[config.mk]
export PLATFORM = sky130hd
export DESIGN_NAME = convex_polygon_sat_overlap_core
export DESIGN_NICKNAME = d
export VERILOG_FILES = /design/src/sv/cpsat_pkg.sv /design/src/sv/cpsat_datapath.sv /design/src/sv/cpsat_ctrl.sv /design/src/sv/convex_polygon_sat_overlap_core.sv
export SDC_FILE = /design/constraint.sdc
export NUM_CORES = 2
export LEC_CHECK = 0
export ABC_AREA = 1
export BUFFER_PORTS_ARGS = -buffer_cell sky130_fd_sc_hd__buf_2
export CORE_UTILIZATION = 40
export CTS_CLUSTER_SIZE = 16
export DETAILED_ROUTE_END_ITERATION = 10
export GPL_ROUTABILITY_DRIVEN = 1
export HOLD_SLACK_MARGIN = 0.1
export SLEW_MARGIN = 20
export SYNTH_ARGS = -nofsm -noshare
export SYNTH_HDL_FRONTEND = slang
export SYNTH_SLANG_ARGS = --single-unit
export TNS_END_PERCENT = 20
[constraint.sdc]
create_clock -name aclk -period 7.3 [get_ports aclk]
set_input_delay 0.365 -clock aclk [delete_from_list [all_inputs] [get_ports aclk]]
set_output_delay 0.365 -clock aclk [all_outputs]
set_load 0.1 [all_outputs]
[src/sv/cpsat_pkg.sv]
// Shared constants, types and sequencer codes for the polygon overlap core.
`timescale 1ns / 1ps

package cpsat_pkg;

    localparam int MAX_VERTICES = 16;
    localparam int COORD_BITS   = 16;
    localparam int IDX_W        = $clog2(MAX_VERTICES);
    localparam int CNT_W        = $clog2(MAX_VERTICES + 1);
    localparam int AXIS_W       = COORD_BITS + 1;
    localparam int PROD_W       = COORD_BITS + AXIS_W;
    localparam int DOT_W        = PROD_W + 1;

    typedef logic signed [COORD_BITS-1:0] coord_t;
    typedef logic signed [AXIS_W-1:0]     axis_t;
    typedef logic signed [PROD_W-1:0]     prod_t;
    typedef logic signed [DOT_W-1:0]      dot_t;
    typedef logic [IDX_W-1:0]             idx_t;
    typedef logic [CNT_W-1:0]             cnt_t;

    typedef struct packed {
        coord_t x;
        coord_t y;
    } vertex_t;

    // read operation tag, carried down the datapath pipeline
    typedef logic [1:0] op_t;
    localparam op_t OP_NONE  = 2'd0;
    localparam op_t OP_EDGE0 = 2'd1;
    localparam op_t OP_EDGE1 = 2'd2;
    localparam op_t OP_PROJ  = 2'd3;

    typedef struct packed {
        logic load;       // store the incoming vertex
        logic load_sel;   // polygon of the incoming vertex
        logic clear;      // end of pair: counts and drop flag back to zero
        op_t  rd_op;
        logic rd_poly;
        idx_t rd_addr;
        logic rd_first;   // first vertex of a projection run
    } cmd_t;

    typedef struct packed {
        cnt_t count0;
        cnt_t count1;
        logic box_hit;
        logic separated;
        logic dropped;
    } stat_t;

endpackage

[src/sv/cpsat_datapath.sv]
// Vertex stores, bounding boxes and the projection pipeline.
`timescale 1ns / 1ps

module cpsat_datapath (
    input  logic                 aclk,
    input  logic                 aresetn,
    input  cpsat_pkg::cmd_t      cmd,
    input  cpsat_pkg::coord_t    load_x,
    input  cpsat_pkg::coord_t    load_y,
    output cpsat_pkg::stat_t     stat
);

    typedef struct packed {
        cpsat_pkg::op_t op;
        logic           poly;
        logic           first;
    } tag_t;

    cpsat_pkg::vertex_t first_store  [cpsat_pkg::MAX_VERTICES];
    cpsat_pkg::vertex_t second_store [cpsat_pkg::MAX_VERTICES];
    cpsat_pkg::vertex_t rd0_reg, rd1_reg;

    cpsat_pkg::cnt_t count0_reg, count1_reg;
    logic            dropped_reg;

    cpsat_pkg::coord_t l0_reg, r0_reg, t0_reg, b0_reg;
    cpsat_pkg::coord_t l1_reg, r1_reg, t1_reg, b1_reg;

    tag_t tag1_reg, tag2_reg;
    cpsat_pkg::vertex_t p0_reg;
    cpsat_pkg::axis_t   ax_reg, ay_reg;
    cpsat_pkg::prod_t   px_reg, py_reg;
    cpsat_pkg::dot_t    lo0_reg, hi0_reg, lo1_reg, hi1_reg;

    cpsat_pkg::vertex_t load_v;
    cpsat_pkg::vertex_t rd_v;
    cpsat_pkg::dot_t    dot;
    logic               full0, full1;
    logic               wr0, wr1;

    assign load_v = '{x: load_x, y: load_y};
    assign full0  = (count0_reg == cpsat_pkg::CNT_W'(cpsat_pkg::MAX_VERTICES));
    assign full1  = (count1_reg == cpsat_pkg::CNT_W'(cpsat_pkg::MAX_VERTICES));
    assign wr0    = cmd.load && !cmd.load_sel && !full0;
    assign wr1    = cmd.load && cmd.load_sel && !full1;

    // stores: one write, one registered read each
    always_ff @(posedge aclk) begin
        if (wr0) begin
            first_store[count0_reg[cpsat_pkg::IDX_W-1:0]] <= load_v;
        end
        if (wr1) begin
            second_store[count1_reg[cpsat_pkg::IDX_W-1:0]] <= load_v;
        end
        rd0_reg <= first_store[cmd.rd_addr];
        rd1_reg <= second_store[cmd.rd_addr];
    end

    // fill counts and drop flag
    always_ff @(posedge aclk) begin
        if (!aresetn) begin
            count0_reg  <= '0;
            count1_reg  <= '0;
            dropped_reg <= 1'b0;
        end else if (cmd.clear) begin
            count0_reg  <= '0;
            count1_reg  <= '0;
            dropped_reg <= 1'b0;
        end else if (cmd.load) begin
            if (wr0) begin
                count0_reg <= count0_reg + 1'b1;
            end
            if (wr1) begin
                count1_reg <= count1_reg + 1'b1;
            end
            if ((!cmd.load_sel && full0) || (cmd.load_sel && full1)) begin
                dropped_reg <= 1'b1;
            end
        end
    end

    // running bounding boxes, built while loading
    always_ff @(posedge aclk) begin
        if (wr0) begin
            if (count0_reg == '0 || load_x < l0_reg) l0_reg <= load_x;
            if (count0_reg == '0 || load_x > r0_reg) r0_reg <= load_x;
            if (count0_reg == '0 || load_y < t0_reg) t0_reg <= load_y;
            if (count0_reg == '0 || load_y > b0_reg) b0_reg <= load_y;
        end
        if (wr1) begin
            if (count1_reg == '0 || load_x < l1_reg) l1_reg <= load_x;
            if (count1_reg == '0 || load_x > r1_reg) r1_reg <= load_x;
            if (count1_reg == '0 || load_y < t1_reg) t1_reg <= load_y;
            if (count1_reg == '0 || load_y > b1_reg) b1_reg <= load_y;
        end
    end

    // pipeline tags
    always_ff @(posedge aclk) begin
        if (!aresetn) begin
            tag1_reg <= '{op: cpsat_pkg::OP_NONE, poly: 1'b0, first: 1'b0};
            tag2_reg <= '{op: cpsat_pkg::OP_NONE, poly: 1'b0, first: 1'b0};
        end else begin
            tag1_reg <= '{op: cmd.rd_op, poly: cmd.rd_poly, first: cmd.rd_first};
            tag2_reg <= tag1_reg;
        end
    end

    assign rd_v = tag1_reg.poly ? rd1_reg : rd0_reg;

    // edge start latch, axis and products
    always_ff @(posedge aclk) begin
        case (tag1_reg.op)
            cpsat_pkg::OP_EDGE0: begin
                p0_reg <= rd_v;
            end
            cpsat_pkg::OP_EDGE1: begin
                ax_reg <= cpsat_pkg::AXIS_W'(p0_reg.y) - cpsat_pkg::AXIS_W'(rd_v.y);
                ay_reg <= cpsat_pkg::AXIS_W'(rd_v.x) - cpsat_pkg::AXIS_W'(p0_reg.x);
            end
            cpsat_pkg::OP_PROJ: begin
                px_reg <= cpsat_pkg::PROD_W'(rd_v.x) * cpsat_pkg::PROD_W'(ax_reg);
                py_reg <= cpsat_pkg::PROD_W'(rd_v.y) * cpsat_pkg::PROD_W'(ay_reg);
            end
            default: begin
            end
        endcase
    end

    assign dot = cpsat_pkg::DOT_W'(px_reg) + cpsat_pkg::DOT_W'(py_reg);

    // projection intervals
    always_ff @(posedge aclk) begin
        if (tag2_reg.op == cpsat_pkg::OP_PROJ) begin
            if (!tag2_reg.poly) begin
                if (tag2_reg.first || dot < lo0_reg) lo0_reg <= dot;
                if (tag2_reg.first || dot > hi0_reg) hi0_reg <= dot;
            end else begin
                if (tag2_reg.first || dot < lo1_reg) lo1_reg <= dot;
                if (tag2_reg.first || dot > hi1_reg) hi1_reg <= dot;
            end
        end
    end

    assign stat.count0    = count0_reg;
    assign stat.count1    = count1_reg;
    assign stat.dropped   = dropped_reg;
    assign stat.box_hit   = (l0_reg < r1_reg) && (r0_reg > l1_reg) &&
                            (t0_reg < b1_reg) && (b0_reg > t1_reg);
    assign stat.separated = (lo0_reg > hi1_reg) || (hi0_reg < lo1_reg);

endmodule

[src/sv/cpsat_ctrl.sv]
// Sequencer for loading, axis walk and result hand-off.
`timescale 1ns / 1ps

module cpsat_ctrl (
    input  logic              aclk,
    input  logic              aresetn,
    input  logic              s_valid,
    output logic              s_ready,
    input  logic              s_polygon_select,
    input  logic              s_last_item,
    output logic              m_valid,
    input  logic              m_ready,
    output logic              m_collide,
    output logic              m_overflow,
    output cpsat_pkg::cmd_t   cmd,
    input  cpsat_pkg::stat_t  stat
);

    localparam logic [2:0] ST_IDLE   = 3'd0;
    localparam logic [2:0] ST_DECIDE = 3'd1;
    localparam logic [2:0] ST_EDGE0  = 3'd2;
    localparam logic [2:0] ST_EDGE1  = 3'd3;
    localparam logic [2:0] ST_PROJ   = 3'd4;
    localparam logic [2:0] ST_DRAIN  = 3'd5;
    localparam logic [2:0] ST_CHECK  = 3'd6;
    localparam logic [2:0] ST_DONE   = 3'd7;

    logic [2:0]      state_reg, state_next;
    logic            side_reg, side_next;
    cpsat_pkg::idx_t edge_reg, edge_next;
    logic            pj_reg, pj_next;
    cpsat_pkg::idx_t j_reg, j_next;
    logic [1:0]      wait_reg, wait_next;
    logic            res_reg, res_next;
    logic            m_valid_reg, m_valid_next;
    logic            m_collide_reg, m_overflow_reg;

    cpsat_pkg::cnt_t n_side, n_pj;
    logic            edge_last, j_last, out_free, accept;

    assign n_side    = side_reg ? stat.count1 : stat.count0;
    assign n_pj      = pj_reg ? stat.count1 : stat.count0;
    assign edge_last = ({1'b0, edge_reg} + 1'b1) == n_side;
    assign j_last    = ({1'b0, j_reg} + 1'b1) == n_pj;
    assign out_free  = !m_valid_reg || m_ready;
    assign s_ready   = (state_reg == ST_IDLE);
    assign accept    = s_valid && s_ready;

    always_comb begin
        state_next   = state_reg;
        side_next    = side_reg;
        edge_next    = edge_reg;
        pj_next      = pj_reg;
        j_next       = j_reg;
        wait_next    = wait_reg;
        res_next     = res_reg;
        m_valid_next = m_valid_reg && !m_ready;

        cmd          = '0;
        cmd.rd_op    = cpsat_pkg::OP_NONE;
        cmd.load     = accept;
        cmd.load_sel = s_polygon_select;

        case (state_reg)
            ST_IDLE: begin
                if (accept && s_last_item) begin
                    state_next = ST_DECIDE;
                end
            end
            ST_DECIDE: begin
                if (stat.count0 == '0 || stat.count1 == '0 || !stat.box_hit) begin
                    res_next   = 1'b0;
                    state_next = ST_DONE;
                end else begin
                    side_next  = 1'b0;
                    edge_next  = '0;
                    state_next = ST_EDGE0;
                end
            end
            ST_EDGE0: begin
                cmd.rd_op   = cpsat_pkg::OP_EDGE0;
                cmd.rd_poly = side_reg;
                cmd.rd_addr = edge_reg;
                state_next  = ST_EDGE1;
            end
            ST_EDGE1: begin
                cmd.rd_op   = cpsat_pkg::OP_EDGE1;
                cmd.rd_poly = side_reg;
                cmd.rd_addr = edge_last ? '0 : edge_reg + 1'b1;
                pj_next     = 1'b0;
                j_next      = '0;
                state_next  = ST_PROJ;
            end
            ST_PROJ: begin
                cmd.rd_op    = cpsat_pkg::OP_PROJ;
                cmd.rd_poly  = pj_reg;
                cmd.rd_addr  = j_reg;
                cmd.rd_first = (j_reg == '0);
                if (!j_last) begin
                    j_next = j_reg + 1'b1;
                end else if (!pj_reg) begin
                    pj_next = 1'b1;
                    j_next  = '0;
                end else begin
                    wait_next  = 2'd2;
                    state_next = ST_DRAIN;
                end
            end
            ST_DRAIN: begin
                // read, multiply and min/max stages still in flight
                wait_next = wait_reg - 1'b1;
                if (wait_reg == 2'd1) begin
                    state_next = ST_CHECK;
                end
            end
            ST_CHECK: begin
                if (stat.separated) begin
                    res_next   = 1'b0;
                    state_next = ST_DONE;
                end else if (!edge_last) begin
                    edge_next  = edge_reg + 1'b1;
                    state_next = ST_EDGE0;
                end else if (!side_reg) begin
                    side_next  = 1'b1;
                    edge_next  = '0;
                    state_next = ST_EDGE0;
                end else begin
                    res_next   = 1'b1;
                    state_next = ST_DONE;
                end
            end
            ST_DONE: begin
                if (out_free) begin
                    m_valid_next = 1'b1;
                    cmd.clear    = 1'b1;
                    state_next   = ST_IDLE;
                end
            end
            default: begin
                state_next = ST_IDLE;
            end
        endcase
    end

    always_ff @(posedge aclk) begin
        if (!aresetn) begin
            state_reg   <= ST_IDLE;
            m_valid_reg <= 1'b0;
        end else begin
            state_reg   <= state_next;
            m_valid_reg <= m_valid_next;
        end
    end

    always_ff @(posedge aclk) begin
        side_reg <= side_next;
        edge_reg <= edge_next;
        pj_reg   <= pj_next;
        j_reg    <= j_next;
        wait_reg <= wait_next;
        res_reg  <= res_next;
        if (state_reg == ST_DONE && out_free) begin
            m_collide_reg  <= res_reg;
            m_overflow_reg <= stat.dropped;
        end
    end

    assign m_valid    = m_valid_reg;
    assign m_collide  = m_collide_reg;
    assign m_overflow = m_overflow_reg;

endmodule

[src/sv/convex_polygon_sat_overlap_core.sv]
// Top level of the two-polygon separating-axis overlap core.
//
// Usage:
//   Input channel (s_*): one vertex per request, tagged by s_polygon_select
//   (0 first polygon, 1 second). s_last_item marks the final vertex of the
//   pair and starts the test. Each polygon holds up to 16 vertices; further
//   vertices of a full polygon are dropped and flagged as overflow.
//   Output channel (m_*): one request per pair, m_collide and m_overflow.
//   Loading: one vertex per cycle while the core is idle.
//   Test: first a check for empty polygons and bounding-box overlap; if
//   the boxes overlap, the axes are walked one by one through the single
//   shared dot-product unit (store read, multiply, min/max stages), for
//   up to n1 + n2 axes, stopping at the first separating axis.
//   Reset (synchronous, aresetn low) empties both polygons, clears the
//   overflow flag and drops any pending result.
//   The result sits in an output register; while the receiver stalls,
//   input is refused only once the next pair is complete and its result
//   cannot yet be placed.
`timescale 1ns / 1ps

module convex_polygon_sat_overlap_core (
    input  logic                     aclk,
    input  logic                     aresetn,
    input  logic                     s_valid,
    output logic                     s_ready,
    input  logic                     s_polygon_select,
    input  logic signed [15:0]       s_vertex_x,
    input  logic signed [15:0]       s_vertex_y,
    input  logic                     s_last_item,
    output logic                     m_valid,
    input  logic                     m_ready,
    output logic                     m_collide,
    output logic                     m_overflow
);

    cpsat_pkg::cmd_t  cmd;
    cpsat_pkg::stat_t stat;

    // sequencer: handshakes, axis walk, output register
    cpsat_ctrl u_ctrl (
        .aclk             (aclk),
        .aresetn          (aresetn),
        .s_valid          (s_valid),
        .s_ready          (s_ready),
        .s_polygon_select (s_polygon_select),
        .s_last_item      (s_last_item),
        .m_valid          (m_valid),
        .m_ready          (m_ready),
        .m_collide        (m_collide),
        .m_overflow       (m_overflow),
        .cmd              (cmd),
        .stat             (stat)
    );

    // stores, boxes and projection pipeline; coordinates are the low
    // COORD_BITS bits of each field
    cpsat_datapath u_datapath (
        .aclk    (aclk),
        .aresetn (aresetn),
        .cmd     (cmd),
        .load_x  (s_vertex_x[cpsat_pkg::COORD_BITS-1:0]),
        .load_y  (s_vertex_y[cpsat_pkg::COORD_BITS-1:0]),
        .stat    (stat)
    );

endmodule

==> impl_metrics.py <==
metrics = {
    "placement": {
        "postPlaceCellArea_um2": 98000,
        "globalplace.congestion": 0.905,
        "port_buffers": 41,
        "post-dp-hpwl_um": 172000,
    },
    "finish": {
        "fin_area_um2": 104000,
        "drive_above_1_share": 0.0596,
        "syn2layout_area_growth_pct": 10.7,
        "layout.nets": 10600,
    },
    "synthesis": {
        "ys_seq_elements": 1522,
        "synthFlopType": "edfxtp_1",
        "async_flop_share": 0,
        "synth_area_um2": 93700,
        "synth_area_leaders": "edfxtp_1 (46%), fa_1 (12%), ha_1 (8.4%), inv_1 (7.4%), nand2_1 (6.0%)",
        "synth_cells": 9269,
        "synth_top_area_share": 0.460,
        "synth_edf_count": 1435,
        "yosysWarnings": 0,
        "synthTopCellsByCount": "inv_1 (1853), nand2_1 (1486), edfxtp_1 (1435), nand3_1 (1041), ha_1 (632)",
        "synth_area_leader_cell": "edfxtp_1",
        "syn_avg_cell_area_um2": 10.1,
        "yosysSeqAreaShare": 0.479,
        "synthesis.nets": 10500,
        "yosys.cell_count.top_type": "inv_1",
        "yosysUniqueCellTypes": 52,
    },
    "cts": {
        "postCtsSetupBuffers": 0,
        "clock_latency_ns": 0.84,
        "htree_num_levels": 4,
        "cts_made_buffers": 165,
        "clockBufferDepth": 3,
        "cts_root_buf": "clkbuf_16",
        "cts_tree": "yes",
        "cts.sinks": 1522,
        "cts.clk_slew.worst_paths_ns": 0.06,
    },
    "route": {
        "ant_nets": 0,
        "dr.pass1.iters": 5,
        "drtIter0Drc": 5117,
        "drc": 0,
        "vias": 64600,
        "wirelength_um": 259000,
        "via_per_inst": 5.12,
        "avgRoutedWirePerCell_um": 20.6,
    },
    "timing": {
        "skew_ns": 0.101,
        "hold_violations": 0,
        "max_freq_mhz": 146,
        "relSlewSlack": 0.227,
        "rsz0062_at_grt": "no",
        "tns_ns": 0,
        "period_needed_ns": 6.83,
        "setup_viol": 0,
        "finalMaxSlewViolations": 0,
        "layout_worst_path_cycle_share": 0.936,
        "worstMarginPinSlew_ns": 1.16,
    },
    "critical_path": {
        "path_class": "register to register",
        "crit_top_cell": "inv_1",
        "cp-end-kind": "register",
        "critical-path-max-stage-delay_ns": 0.54,
        "cp_top_family": "adder cells",
        "cp_num_buf_inv": 9,
        "cp.required_ns": 7.78,
        "slowest_stage": "a21boi_0",
        "startpoint_type": "register",
        "cp.arrival_ns": 7.31,
        "critPathMaxFanout": 19,
        "crit_chain": "inv_1 -> buf_4 -> or2_2 -> nand2_1 -> inv_1 -> nand2_1 -> fa_1 -> inv_1 -> fa_1 -> inv_1 -> fa_1 -> inv_1 -> fa_1 -> fa_1 -> inv_1 -> fa_1 -> inv_1 -> ha_1 -> a21oi_1 -> inv_1 -> a21oi_1 -> a21boi_0 -> o31ai_1 -> xor2_1",
    },
    "worst_hold_path": {
        "min-delay-path-class": "primary input to register",
    },
    "floorplanning": {
        "io_pins": 42,
        "initial_core_util": 0.402,
        "die_y_um": 486,
        "die_w_um": 486,
        "dieArea_um2": 236000,
        "core-area_um2": 233000,
        "fp-row-count": 177,
    },
    "global_routing": {
        "grt_use_total": 0.219,
        "grt_pass1_wl_um": 395000,
        "antenna_found_initial": 11,
        "grt_pass1_vias": 65100,
        "grt_overflow_total": 0,
        "grt_max_degree": 189,
    },
    "status": {
        "status": "complete, no violations",
    },
    "run": {
        "maxCapViolations": 0,
    },
}
[layout make-up]
class | instances | area (um2)
Sequential cell | 1522 | 44800
Inverter | 1878 | 7090
Clock inverter | 101 | 1090
Tap cell | 3132 | 3920
Fill cell | 21900 | 129000
Multi-Input combinational cell | 5549 | 40700
Clock buffer | 205 | 4440
Antenna cell | 2 | 5.00
Timing Repair Buffer | 213 | 1640
[layer usage]
metal / global-route usage / part of all wire / vias to the layer above
met5: 0 / 0 / -
met4: 0.0785 / 0.036 / 0
met3: 0.0288 / 0.055 / 422
met2: 0.375 / 0.48 / 1825
met1: 0.284 / 0.43 / 31900
li1: - / - / 30400
[final timing paths]
kind	startpoint	to	slack, ns	cells after the start
worst max-delay path	u_datapath.tag1_reg[1]$_SDFF_PN0_	u_datapath.py_reg[31]$_DFFE_PN_	0.47	24
worst min-delay path	s_vertex_y[3]	u_datapath.first_store[12][3]$_DFFE_PP_	0.16	2
worst max register to register	u_datapath.tag1_reg[1]$_SDFF_PN0_	u_datapath.py_reg[31]$_DFFE_PN_	0.47	24
worst min register to register	u_datapath.dropped_reg$_SDFFE_PP0P_	u_ctrl.m_overflow$_DFFE_PP_	0.47	0
[what timing repair did]
action	CTS	global route
resized for setup	0	5
hold buffers	12	0
setup endpoints to repair	0	1
endpoints found under the hold margin	102	0
[placed cells by master, fill, tap and decap left out, drive strengths merged, types with 159 or more instances in the layout]
cell    count
edfxtp   1435
ha        632
inv      1865
nor2      529
buf       201
clkbuf    205
a21oi     360
o21ai     159
nand2    1487
nand3    1042
nand3b    327
fa        555
[logic make-up (layout without fill, tap and decap cells)]
logic type,count (synthesis),in the layout,share of synthesized area
AOI/OAI and AO/OA,650,650,0.0384
xor gates and xnor gates,160,160,0.0150
adders and majority gates,1187,1187,0.203
buffers and inverters,2198,2397,0.0912
DFF,1522,1522,0.479
other,0,2,0
and+or+nand+nor,3552,3552,0.174
[metrics by stage]
stage | hold WS (ns) | setup WS [ns] | std cells | util
floorplan | 0.390 | 0.893 | 9269 | -
global placement | 0.458 | 0.559 | 12300 | 0.421
detailed placement | 0.477 | 0.546 | 12300 | 0.421
CTS | 0.102 | 0.426 | 12600 | 0.445
global route | 0.128 | 0.00166 | 12600 | 0.445
finish | 0.163 | 0.469 | 12600 | 0.445
[worst reg2reg max path: stages, from the launching register on]
cell and delay (ns):
dfxtp_2 0.32, inv_1 0.24, buf_4 0.28, or2_2 0.14, nand2_1 0.06, inv_1 0.41, nand2_1 0.14, fa_1 0.51
inv_1 0.05, fa_1 0.49, inv_1 0.06, fa_1 0.52, inv_1 0.05, fa_1 0.45, fa_1 0.50, inv_1 0.05
fa_1 0.50, inv_1 0.05, ha_1 0.34, a21oi_1 0.20, inv_1 0.08, a21oi_1 0.10, a21boi_0 0.54, o31ai_1 0.21
xor2_1 0.18
Power is not shown: default switching activity piles up to over one toggle a cycle in this logic, so the estimate is an artifact.
